--- src/ffsa_pkg.sv ---
package ffsa_pkg;

    // Default sizes of the managed heap
    localparam int HEAP_BYTES_DEF   = 16384;
    localparam int HEADER_BYTES_DEF = 16;
    localparam int MAX_SEGMENTS_DEF = 64;

    // Request kinds
    localparam logic KIND_ALLOC   = 1'b0;
    localparam logic KIND_RELEASE = 1'b1;

    // Response codes
    localparam logic [1:0] ST_ALLOC    = 2'd0;
    localparam logic [1:0] ST_RELEASED = 2'd1;
    localparam logic [1:0] ST_NOMEM    = 2'd2;
    localparam logic [1:0] ST_BADADDR  = 2'd3;

    // Command broadcast to every cell of the segment table
    typedef enum logic [2:0] {
        OP_NOP,
        OP_TAKE,
        OP_SPLIT,
        OP_MARK,
        OP_MERGE
    } cell_op_t;

endpackage

--- src/ffsa_cell.sv ---
module ffsa_cell #(
    parameter int CELL_IDX     = 0,
    parameter int HEAP_BYTES   = ffsa_pkg::HEAP_BYTES_DEF,
    parameter int HEADER_BYTES = ffsa_pkg::HEADER_BYTES_DEF,
    parameter int IDX_W        = 6,
    parameter int ADDR_W       = $clog2(HEAP_BYTES),
    parameter int SIZE_W       = ADDR_W + 1
) (
    input  logic                 aclk,
    input  logic                 aresetn,
    // broadcast command
    input  ffsa_pkg::cell_op_t   op,
    input  logic [IDX_W-1:0]     op_idx,
    input  logic [SIZE_W-1:0]    req_size,
    input  logic [ADDR_W-1:0]    req_addr,
    // left neighbor entry
    input  logic                 left_valid,
    input  logic                 left_free,
    input  logic [ADDR_W-1:0]    left_start,
    input  logic [SIZE_W-1:0]    left_size,
    // right neighbor entry
    input  logic                 right_valid,
    input  logic                 right_free,
    input  logic [ADDR_W-1:0]    right_start,
    input  logic [SIZE_W-1:0]    right_size,
    // own entry
    output logic                 seg_valid,
    output logic                 seg_free,
    output logic [ADDR_W-1:0]    seg_start,
    output logic [SIZE_W-1:0]    seg_size,
    // registered search flags
    output logic                 fit_flag,
    output logic                 exact_flag,
    output logic                 big_flag,
    output logic                 match_flag
);

    localparam logic [IDX_W:0]  MY_IDX = (IDX_W+1)'(CELL_IDX);
    localparam logic [SIZE_W:0] HDR    = (SIZE_W+1)'(HEADER_BYTES);
    localparam logic [SIZE_W-1:0] INIT_SIZE = SIZE_W'(HEAP_BYTES - HEADER_BYTES);

    logic              valid_reg, valid_next;
    logic              free_reg, free_next;
    logic [ADDR_W-1:0] start_reg, start_next;
    logic [SIZE_W-1:0] size_reg, size_next;
    logic              fit_reg, exact_reg, big_reg, match_reg;

    logic [IDX_W:0]    idx_ext;
    logic [SIZE_W:0]   split_start;
    logic [SIZE_W:0]   split_size;
    logic [SIZE_W:0]   merge_size;
    logic [SIZE_W:0]   pay_addr;

    assign idx_ext     = {1'b0, op_idx};
    assign split_start = {2'b00, left_start} + HDR + {1'b0, req_size};
    assign split_size  = {1'b0, left_size} - {1'b0, req_size} - HDR;
    assign merge_size  = {1'b0, size_reg} + HDR + {1'b0, right_size};
    assign pay_addr    = {2'b00, start_reg} + HDR;

    // Update own entry from the command and the neighbors
    always_comb begin
        valid_next = valid_reg;
        free_next  = free_reg;
        start_next = start_reg;
        size_next  = size_reg;
        unique case (op)
            ffsa_pkg::OP_TAKE: begin
                if (MY_IDX == idx_ext) begin
                    free_next = 1'b0;
                end
            end
            ffsa_pkg::OP_MARK: begin
                if (MY_IDX == idx_ext) begin
                    free_next = 1'b1;
                end
            end
            ffsa_pkg::OP_SPLIT: begin
                if (MY_IDX == idx_ext) begin
                    size_next = req_size;
                    free_next = 1'b0;
                end else if (MY_IDX == idx_ext + 1'b1) begin
                    valid_next = 1'b1;
                    free_next  = 1'b1;
                    start_next = split_start[ADDR_W-1:0];
                    size_next  = split_size[SIZE_W-1:0];
                end else if (MY_IDX > idx_ext + 1'b1) begin
                    valid_next = left_valid;
                    free_next  = left_free;
                    start_next = left_start;
                    size_next  = left_size;
                end
            end
            ffsa_pkg::OP_MERGE: begin
                if (MY_IDX == idx_ext) begin
                    size_next = merge_size[SIZE_W-1:0];
                end else if (MY_IDX > idx_ext) begin
                    valid_next = right_valid;
                    free_next  = right_free;
                    start_next = right_start;
                    size_next  = right_size;
                end
            end
            default: begin
            end
        endcase
    end

    always_ff @(posedge aclk) begin
        if (!aresetn) begin
            valid_reg <= (CELL_IDX == 0);
            free_reg  <= (CELL_IDX == 0);
            start_reg <= '0;
            size_reg  <= INIT_SIZE;
        end else begin
            valid_reg <= valid_next;
            free_reg  <= free_next;
            start_reg <= start_next;
            size_reg  <= size_next;
        end
    end

    // Register the search flags against the held request
    always_ff @(posedge aclk) begin
        fit_reg   <= valid_reg && free_reg && (size_reg >= req_size);
        exact_reg <= (size_reg == req_size);
        big_reg   <= ({1'b0, size_reg} > ({1'b0, req_size} + HDR));
        match_reg <= valid_reg && (pay_addr == {2'b00, req_addr});
    end

    assign seg_valid  = valid_reg;
    assign seg_free   = free_reg;
    assign seg_start  = start_reg;
    assign seg_size   = size_reg;
    assign fit_flag   = fit_reg;
    assign exact_flag = exact_reg;
    assign big_flag   = big_reg;
    assign match_flag = match_reg;

endmodule

--- config.mk ---
export PLATFORM = sky130hd
export DESIGN_NAME = ffsa_cell
export DESIGN_NICKNAME = d
export VERILOG_FILES = /design/src/ffsa_pkg.sv /design/src/ffsa_cell.sv
export SDC_FILE = /design/constraint.sdc
export NUM_CORES = 1
export LEC_CHECK = 0
export ABC_AREA = 1
export BUFFER_PORTS_ARGS = -buffer_cell sky130_fd_sc_hd__buf_2
export CAP_MARGIN = 10
export CORE_MARGIN = 3
export CORE_UTILIZATION = 50
export DETAILED_ROUTE_END_ITERATION = 8
export GPL_ROUTABILITY_DRIVEN = 0
export PLACE_DENSITY = 0.77
export SKIP_LAST_GASP = 1
export SLEW_MARGIN = 20
export SYNTH_ARGS = -nofsm -noshare
export SYNTH_HDL_FRONTEND = slang
export SYNTH_SLANG_ARGS = --single-unit
--- constraint.sdc ---
create_clock -name aclk -period 5.6 [get_ports aclk]
set_input_delay 0.56 -clock aclk [delete_from_list [all_inputs] [get_ports aclk]]
set_output_delay 0.56 -clock aclk [all_outputs]
set_load 0.02 [all_outputs]
==> results of run 1 <==
[flip-flops by register name, summed over array words and instances (netlist names)]
register,flops
seg_valid,1
match_flag,1
exact_flag,1
seg_start,14
big_flag,1
seg_free,1
fit_flag,1
seg_size,15
[cell type report]
| cell class | count | area, um2 | area share [%] |
|---|---|---|---|
| repair buffers | 123 | 621 | 9.27 |
| well taps | 140 | 175 | 2.62 |
| multi-input cells | 727 | 4540 | 67.8 |
| inverters | 133 | 502 | 7.50 |
| clock buffers | 8 | 156 | 2.34 |
| flip-flops and latches | 35 | 701 | 10.5 |
[kinds of logic (layout without fill, tap and decap cells)]
kind of cell,after synthesis,count (layout)
XOR/XNOR,43,43
AO/OA/AOI/OAI,202,202
adder cells (fa/ha/maj),113,113
buffers and inverters,152,264
AND/OR/NAND/NOR,369,369
flip-flops,35,35
[worst min-delay path by stage]
stage | start | endpoint | cells past startpoint
CTS | seg_start[13] | seg_start[13] | 2
global route | seg_free | fit_flag | 2
finish | seg_valid | fit_flag | 2
floorplan | seg_free | fit_flag | 2
global placement | seg_valid | fit_flag | 2
detailed placement | seg_start[13] | seg_start[13] | 2
[critical path: cells and delay by family]
| kind | cells | cell delay [ns] |
|---|---|---|
| AOI/OAI and AO/OA | 2 | 0.29 |
| adders and majority gates | 1 | 0.19 |
| buffers and inverters | 4 | 0.79 |
| and+or+nand+nor | 3 | 1.32 |
[power by group]
| part | leakage [uW] | switching [uW] | internal (uW) |
|---|---|---|---|
| clock network | 0.0000772 | 101 | 189 |
| logic | 0.00315 | 278 | 176 |
| registers | 0.000283 | 3.83 | 253 |
[stage by stage]
stage	util, %	worst slack [ns]	instances
2_1_floorplan	-	3.21	914
3_3_place_gp	58.7	2.40	1158
3_5_place_dp	58.7	2.35	1158
4_1_cts	60.2	2.65	1166
5_1_grt	60.2	2.37	1166
6_report	60.2	2.60	1166
[cells in the final DEF (no fill, tap or decap), drive strengths merged]
cell     synthesis  routed
xnor2           19      19
dfxtp           35      35
o211ai          18      18
a211oi           2       2
or3b             1       1
nand3           70      70
or2              5       5
o22ai            2       2
nor3b            1       1
o21bai           3       3
o21a             5       5
nor2            54      54
clkbuf           7       8
nand3b           2       2
and2             1       1
o211a            1       1
nor3            10      10
inv            132     132
o2111ai          1       1
ha             110     110
a21o             2       2
buf             12     123
a21oi          103     103
clkinv           1       1
xor2            24      24
nand2          211     211
nor4             3       3
o21ai           57      57
a31oi            6       6
fa               3       3
o221ai           1       1
nand4           11      11
a21boi           1       1
[per-layer routing]
layer | up-vias | part of all wire, %
li1 | 3302 | -
met1 | 2914 | 44
met2 | 271 | 45
met3 | 39 | 8.2
met4 | 0 | 2.8
met5 | - | 0
==> impl_results.md, run 1 <==
* Synth warnings at 0
* TritonRoute pass-1 iters at 7
* DP Area at ~6500 um2
* Final wirelength at 17.7 mm
* Number of I/O port buffers at between 100 and 150
* Largest net degree at the start of global routing at 34
* Synth Area in Simple Gates at 27.4%
* Syn Area/Cell at ~6.4 um2
* Number of synthesized flops with an enable pin at 0
* Proportion of layout cells with a drive suffix above 1 at approximately 15%
* Req. time, crit path at about 5.8 ns
* WS Path Type: in -> reg
* CTS tree: yes
* Worst path max stage delay at 0.66 ns
* Worst EP arrival at between 3 and 4 ns
* GRT Max-Usage Layer: met2
* DRC violations left at 0
* Critical-path top delay cell: nor2_2
* Main combinational cell family by area after synthesis: simple AND/OR/NAND/NOR gates
* Setup Skew at 0.00509 ns
* Vias/cell at 5.60
* DRT iter0 DRCs at between 400 and 500
* PD cells at between 100 and 150 nW/um2
* Reg2reg start: seg_size[1]
* Post-CTS Hold Buffers at 0
* Synth cell types at between 40 and 50
* Root buffer cell: clkbuf_16
* Cell area after layout at approximately 6700 um2
* Pwr Total at between 1000 and 1500 uW
* Final period util at 53.6%
* Post-synth top area share at between 20% and 30%
* Worst-path cell chain: buf_2, inv_1, ha_1, nand4_1, buf_4, nand2_1, nor2_2, inv_1, a21oi_1, o21ai_0
* Most used DFF post-synth: dfxtp_1
* Vias at 6526
* Core ar. at 11100 um2
* Final Slew Violations at 0
* Cts bufs inserted at 5
* GRT Overall Usage at between 20% and 30%
* Vias in the first global route at ~5800
* Grt ovf at 0
* Fillers at between 1000 and 1500
* First-pass GRT wire length at approximately 29 mm
* Row count at 38
* Post-CTS Resized at 0
* Reg-to-reg endpoint: seg_size[11]
* Slew margin rel. at approximately two fifths
* Post-route setup TNS at 0 ns
* Post-DRT Antenna Nets at 0
* Hold_ws at around 0.52 ns
* RSZ-0062 raised after global routing: false
* Crit-path max FO at 23
* Post-CTS Setup Repair Bufs at 0
* Worst IR Drop VDD at about 0.14 mV
* Max-cap viol count at 0
* R2R Setup Slk at roughly 3.2 ns
* F_max at about 330 MHz
* XOR/XNOR share of the synthesized area at under 10%
* Post-synth top area cell: ha_1
* Htree depth at 2
* CP startpoint kind: input port
* Synthesized-area fraction occupied by adder cells at 24.5%
* CP endpoint: seg_valid
* Sequential share of the synthesized area at 12.0%
* Total clock sinks at 35
* Fraction of synthesized area in multiplexers at 0%
* Setup violators final at 0
* Die Area at 13000 um2
* I/O pin count at 137
* Worst Tran Pin Value at just under 0.9 ns
* Top post-synthesis cells by area: ha_1, nand2_1, dfxtp_1
* Hold crit path type: reg -> reg
* Status: finished clean
* Area Growth Syn to Fin at 14.4%
* Met3 Use GR at 3.33%
* Leakage at ~0.0035 uW
* Compound-Gate Fraction of Synth Area at around a fifth
* Max clock buf depth at 2
* Synthesis-stage register bit count at 35
* Top-count cell post-synth: nand2_1
* Tmin final at approximately 3 ns
* Worst skew pair latency at 0.28 ns
* Met1 Track Usage GR at between 30% and 40%
* Mapped Nets at between 1000 and 1500
* DR WL/cell at between 15 and 20 um
* Die height at between 100 and 150 um
* Detailed placer's ending HPWL at approximately 14 mm
* Initial Utilization at a little over half
* Post-synthesis async set-or-reset flop share at 0%
* Most used cell, CP: inv_1
* Antenna Cells at 0
* Post-Syn Area at a little under 6000 um2
* FF-to-FF path depth at 14
* Commonest cells in the netlist: nand2_1, inv_1, ha_1, a21oi_1, nand3_1
* CP startpoint: op_idx[0]
* Reg clk slew, reported paths at about 0.050 ns
* Nets@finish at 1240
* Initial antenna violation count at 0
* Chip width at approximately 110 um
* Cell count after synthesis at about 910
* CP endpoint kind: flip-flop
* Final hold vios at 0
* Global routing usage on met2 at 43.1%
(Power assumes the default switching activity.)
==> run 2: changes to the inputs <==
==> constraint.sdc (replaced) <==
create_clock -name aclk -period 2.85 [get_ports aclk]
set_input_delay 0.285 -clock aclk [delete_from_list [all_inputs] [get_ports aclk]]
set_output_delay 0.285 -clock aclk [all_outputs]
set_load 0.02 [all_outputs]
==> run 2 against run 1 <==
Wire length up 0.97%; clock skew up 0.0017 ns; utilization up 0.72 points; global-route usage up 0.43 points; combinational power up 98%; non-clock buffer count up 9; register-to-register slack worse by 2.7 ns; cell area up 1.2%; sequential share of layout area down 0.12 points; critical path depth up 4; total power up 100%; sequential power up 96%.
==> impl_results.md, run 2 (synthesis results as in run 1) <==
* Setup Skew at around 0.0068 ns
* First-pass GRT wire length at 28.9 mm
* Max clock buf depth at 2
* GRT Overall Usage at a little over a quarter
* Vias at roughly 6400
* Tmin final at around 2.4 ns
* DRC violations left at 0
* TritonRoute pass-1 iters at 7
* Initial Utilization at 52.6%
* FF-to-FF path depth at 14
* Max reg flops at 15
* Final period util at a little over four fifths
* Number of I/O port buffers at 121
* Root buffer cell: clkbuf_16
* DR WL/cell at 15.3 um
* Vias in the first global route at 5810
* Total clock sinks at 35
* DRT iter0 DRCs at 498
* Proportion of layout cells with a drive suffix above 1 at 15.8%
* Fillers at between 1000 and 1500
* Pre-CTS setup slack at 0.369 ns
* Storage cell area at roughly 700 um2
* Worst EP arrival at 2.60 ns
* Final Slew Violations at 0
* Leakage at approximately 0.0036 uW
* RSZ-0062 raised after global routing: false
* CP startpoint: seg_size[1]
* Worst IR Drop VDD at around 0.31 mV
* Crit-path max FO at 4
* F_max at approximately 420 MHz
* Die Area at around 13000 um2
* CP startpoint kind: flip-flop
* Die height at around 110 um
* Area Growth Syn to Fin at 15.7%
* Final wirelength at 17.9 mm
* Slew margin rel. at 45.3%
* R2R Setup Slk at between 0.4 and 0.5 ns
* Post-route setup TNS at 0 ns
* Setup violators final at 0
* Req. time, crit path at 3.07 ns
* Max-cap viol count at 0
* Reg clk slew, reported paths at 0.06 ns
* Most frequent cells in the layout: nand2_1, inv_1, buf_2, ha_1, a21oi_1
* Grt ovf at 0
* Initial antenna violation count at 0
* PD cells at 300 nW/um2
* Htree depth at 2
* Core ar. at approximately 11000 um2
* CP endpoint: seg_size[11]
* Reg-to-reg endpoint: seg_size[11]
* Row count at 38
* I/O pin count at approximately 140
* WS Path Type: reg -> reg
* Post-CTS Resized at 0
* Worst Tran Pin Value at between 0.8 and 0.9 ns
* CP endpoint kind: flip-flop
* Post-CTS Setup Repair Bufs at 0
* Cts bufs inserted at 5
* Largest net degree at the start of global routing at 29
* Post-DRT Antenna Nets at 0
* Hold crit path type: in -> reg
* Fin worst setup slack at ~0.47 ns
* Status: finished clean
* Final hold vios at 0
* Multi-input gate area at around 4500 um2
* Reg2reg start: seg_size[1]
* Worst skew pair latency at 0.28 ns
* Leading cell type in the layout, fill and taps excluded: nand2_1
* Vias/cell at approximately 5.5
* Detailed placer's ending HPWL at roughly 15 mm
* Post-CTS Hold Buffers at 0
* Antenna Cells at 0
* Chip width at around 110 um
* Nets@finish at 1249
* CTS tree: yes
run 2: cell count changes in the layout (fill, tap and decap cells not counted), sizes merged:
| cell | delta |
|---|---|
| bufinv | +1 |
| clkinv | +2 |
| clkbuf | -3 |
| buf | +9 |
run 2: critical path: stages (launching register included):
cell     delay (ns)
dfxtp_1        0.42
ha_1           0.27
ha_1           0.23
fa_1           0.41
nand3_1        0.10
nand2_1        0.10
nand2_1        0.10
nand2_1        0.10
nand2_1        0.07
nand2_1        0.06
nand2_1        0.06
nand2_1        0.04
o21ai_0        0.19
nand3_1        0.11
nand2_1        0.06
run 2: worst min-delay path by stage:
stage                  start      endpoint  depth (start not counted)  slack (ns)
finish               aresetn  seg_start[5]                          3        0.30
global route         aresetn  seg_start[2]                          3        0.33
CTS                  aresetn  seg_start[5]                          3        0.30
detailed placement  seg_free      fit_flag                          2        0.50
global placement    seg_free      fit_flag                          2        0.50
floorplan            aresetn  seg_start[0]                          2        0.42
run 2: per-layer routing:
metal	vias up	track usage, %	share of wire [%]
met5	-	0	0
met2	214	45.3	46
met4	0	5.78	1.9
met3	27	2.06	6.7
li1	3313	-	-
met1	2854	39.3	46
run 2: power by group:
| group | switching (uW) | internal, uW | total (uW) | leakage [uW] |
|---|---|---|---|---|
| combinational | 550 | 348 | 897 | 0.00319 |
| sequential | 6.50 | 497 | 503 | 0.000283 |
| clock | 217 | 412 | 629 | 0.0000838 |
run 2: layout make-up:
type	count	share of cell area, %
Multi-Input combinational cell	727	67.0
Sequential cell	35	10.3
Inverter	133	7.41
Tap cell	140	2.59
Clock buffer	5	1.85
Clock inverter	3	0.647
Timing Repair Buffer	132	10.2
run 2: per-stage QoR:
stage | area (um2) | hold WS (ns) | power, uW | util [%] | instances
after floorplan | 5850 | 0.423 | 1140 | - | 914
after global placement | 6600 | 0.497 | 1380 | 59.4 | 1167
after detailed placement | 6600 | 0.496 | 1390 | 59.4 | 1167
after CTS | 6770 | 0.297 | 2020 | 60.9 | 1175
after global routing | 6770 | 0.325 | 2170 | 60.9 | 1175
final | 6770 | 0.303 | 2030 | 60.9 | 1175
==> run 3: changes to the inputs <==
--- a/config.mk
+++ b/config.mk
@@ -12,7 +12,7 @@
 export CORE_UTILIZATION = 50
 export DETAILED_ROUTE_END_ITERATION = 8
 export GPL_ROUTABILITY_DRIVEN = 0
-export PLACE_DENSITY = 0.77
+export PLACE_DENSITY = 0.8
 export SKIP_LAST_GASP = 1
 export SLEW_MARGIN = 20
 export SYNTH_ARGS = -nofsm -noshare
==> constraint.sdc (replaced) <==
create_clock -name aclk -period 1.9 [get_ports aclk]
set_input_delay 0.19 -clock aclk [delete_from_list [all_inputs] [get_ports aclk]]
set_output_delay 0.19 -clock aclk [all_outputs]
set_load 0.02 [all_outputs]
==> run 3 against run 2 <==
Critical endpoint is now seg_size[7]; the run now ends with setup timing left; sequential share of layout area shrank 1.9 points; total power up 79%; register-to-register slack worse by 0.61 ns; global-route usage increased by 1.9 points; final cell count up 11%; utilization increased by 16 points; maximum frequency up 17%; flip-flop and latch count stayed put.
==> impl_results.md, run 3 (synthesis results as in run 1) <==
* Status: finished with violations
* Failing checks: setup timing
* Slew margin rel. at 60.1%
* F_max at 491 MHz
* Worst Tran Pin Value at about 0.6 ns
* Detailed placer's ending HPWL at ~16 mm
* Row count at 38
* Number of I/O port buffers at between 100 and 150
* Core ar. at around 11000 um2
* Worst path max stage delay at about 0.36 ns
* Vias in the first global route at 6666
* Req. time, crit path at between 2 and 2.5 ns
* DRC violations left at 0
* Final hold vios at 0
* Vias/cell at 5.66
* Final period util at 107%
* GRT Overall Usage at between 20 and 30%
* Top Family by Delay on Critical Path: adder cells
* Cell area after layout at roughly 8500 um2
* Tmin final at about 2.0 ns
* Nets@finish at 1374
* DP Area at ~7700 um2
* Total clock sinks at 35
* Most used cell, CP: nand2_1
* Grt ovf at 0
* Final wirelength at ~21 mm
* CP endpoint kind: flip-flop
* Vias at ~7400
* CP startpoint kind: flip-flop
* Worst skew pair latency at ~0.28 ns
* Max reg flops at 15
* Area Growth Syn to Fin at 45.5%
* Pre-CTS setup slack at -0.350 ns
* Worst EP arrival at about 2.3 ns
* Worst IR Drop VDD at ~0.37 mV
* First-pass GRT wire length at 31.3 mm
* RSZ-0062 raised after global routing: true
* Proportion of layout cells with a drive suffix above 1 at between 30% and 40%
* Antenna Cells at 0
* Hold crit path type: in -> reg
* CTS tree: yes
* Initial Utilization at between 50% and 60%
* Chip width at ~110 um
* Storage cell area at 721 um2
* Initial antenna violation count at 0
* Leading cell type in the layout, fill and taps excluded: nand2_1
* Finished Layout Cells at 1300
* Pwr Total at 3620 uW
* Critical-path top delay cell: fa_2
* Htree depth at 2
* WS Path Type: reg -> reg
* DRT iter0 DRCs at around 750
* I/O pin count at between 100 and 150
* Max-cap viol count at 0
* Buffers & Inverters on Critical Path at 0
* TritonRoute pass-1 iters at 5
* Post-route setup TNS at -0.531 ns
* Root buffer cell: clkbuf_16
* Die height at 114 um
* Fin worst setup slack at -0.138 ns
* Placed cell count at around 1300
* PD cells at 426 nW/um2
* Reg clk slew, reported paths at about 0.060 ns
* Largest net degree at the start of global routing at 33
* Final Slew Violations at 0
* Post-DRT Antenna Nets at 0
* Cts bufs inserted at 5
* Setup Skew at 0.00496 ns
* Worst-path cell chain: ha_4, ha_4, fa_2, nand3_2, nand2_2, nand2_1, nand2_1, a21o_1, a21oi_2, o21ai_2, nand2_1, nand3_1, nand2_1
* Multi-input gate area at 5280 um2
* Fillers at between 700 and 800
* DR WL/cell at between 15 and 20 um
* Most frequent cells in the layout: nand2_1, buf_4, inv_1, buf_2, a21oi_1
* Leakage at about 0.0042 uW
* Die Area at 13000 um2
* Max clock buf depth at 2
* Setup violators final at 9
* Crit-path max FO at 3
-- run 3: changes by cell type in the layout (fill, tap and decap cells not counted), sizes merged --
cell / before / now
buf: 132 / 255
bufinv: 1 / 0
clkbuf: 5 / 8
-- run 3: worst register-to-register path, stage by stage, from the launching register on --
cell     delay [ns]
dfxtp_4        0.35
ha_4           0.24
ha_4           0.16
fa_2           0.36
nand3_2        0.08
nand2_2        0.06
nand2_1        0.07
nand2_1        0.05
a21o_1         0.19
a21oi_2        0.14
o21ai_2        0.08
nand2_1        0.07
nand3_1        0.07
nand2_1        0.07
-- run 3: worst paths after layout --
path	startpoint	end	slack, ns	cells after the start
setup / recovery	seg_size[1]	seg_size[7]	-0.14	13
hold / removal	left_valid	seg_valid	0.17	3
setup reg to reg	seg_size[1]	seg_size[7]	-0.14	13
hold reg to reg	seg_valid	fit_flag	0.49	2
-- run 3: repair_timing --
item / CTS / global route
hold buffers: 0 / 0
resized for setup: 16 / 117
pin swaps: 4 / 30
buffers inserted: 0 / 4
endpoints found under the setup margin: 12 / 22
-- run 3: per-stage QoR --
step	hold slack [ns]	utilization, %
2_1_floorplan	0.328	-
3_3_place_gp	0.456	68.9
3_5_place_dp	0.466	68.9
4_1_cts	0.177	71.3
5_1_grt	0.214	76.5
6_report	0.172	76.5
-- run 3: final cells by class --
type | count | area share, %
repair buffers | 257 | 19.7
flip-flops and latches | 35 | 8.46
clock inverters | 2 | 0.162
multi-input cells | 727 | 62.0
inverters | 133 | 5.89
clock buffers | 6 | 1.76
well taps | 140 | 2.06
-- run 3: power by group --
group / total [uW] / switching (uW) / internal, uW
clock network: 891 / 325 / 565
logic: 1980 / 1060 / 921
registers: 753 / 9.25 / 744
-- run 3: layer usage --
| layer | part of all wire (%) | routed length [um] | GRT usage [%] | up-vias |
|---|---|---|---|---|
| met2 | 47 | 9910 | 48.8 | 394 |
| li1 | - | - | - | 3569 |
| met5 | 0 | 0 | 0 | - |
| met1 | 41 | 8760 | 40.3 | 3325 |
| met3 | 8.3 | 1760 | 2.27 | 66 |
| met4 | 3.5 | 752 | 9.26 | 0 |
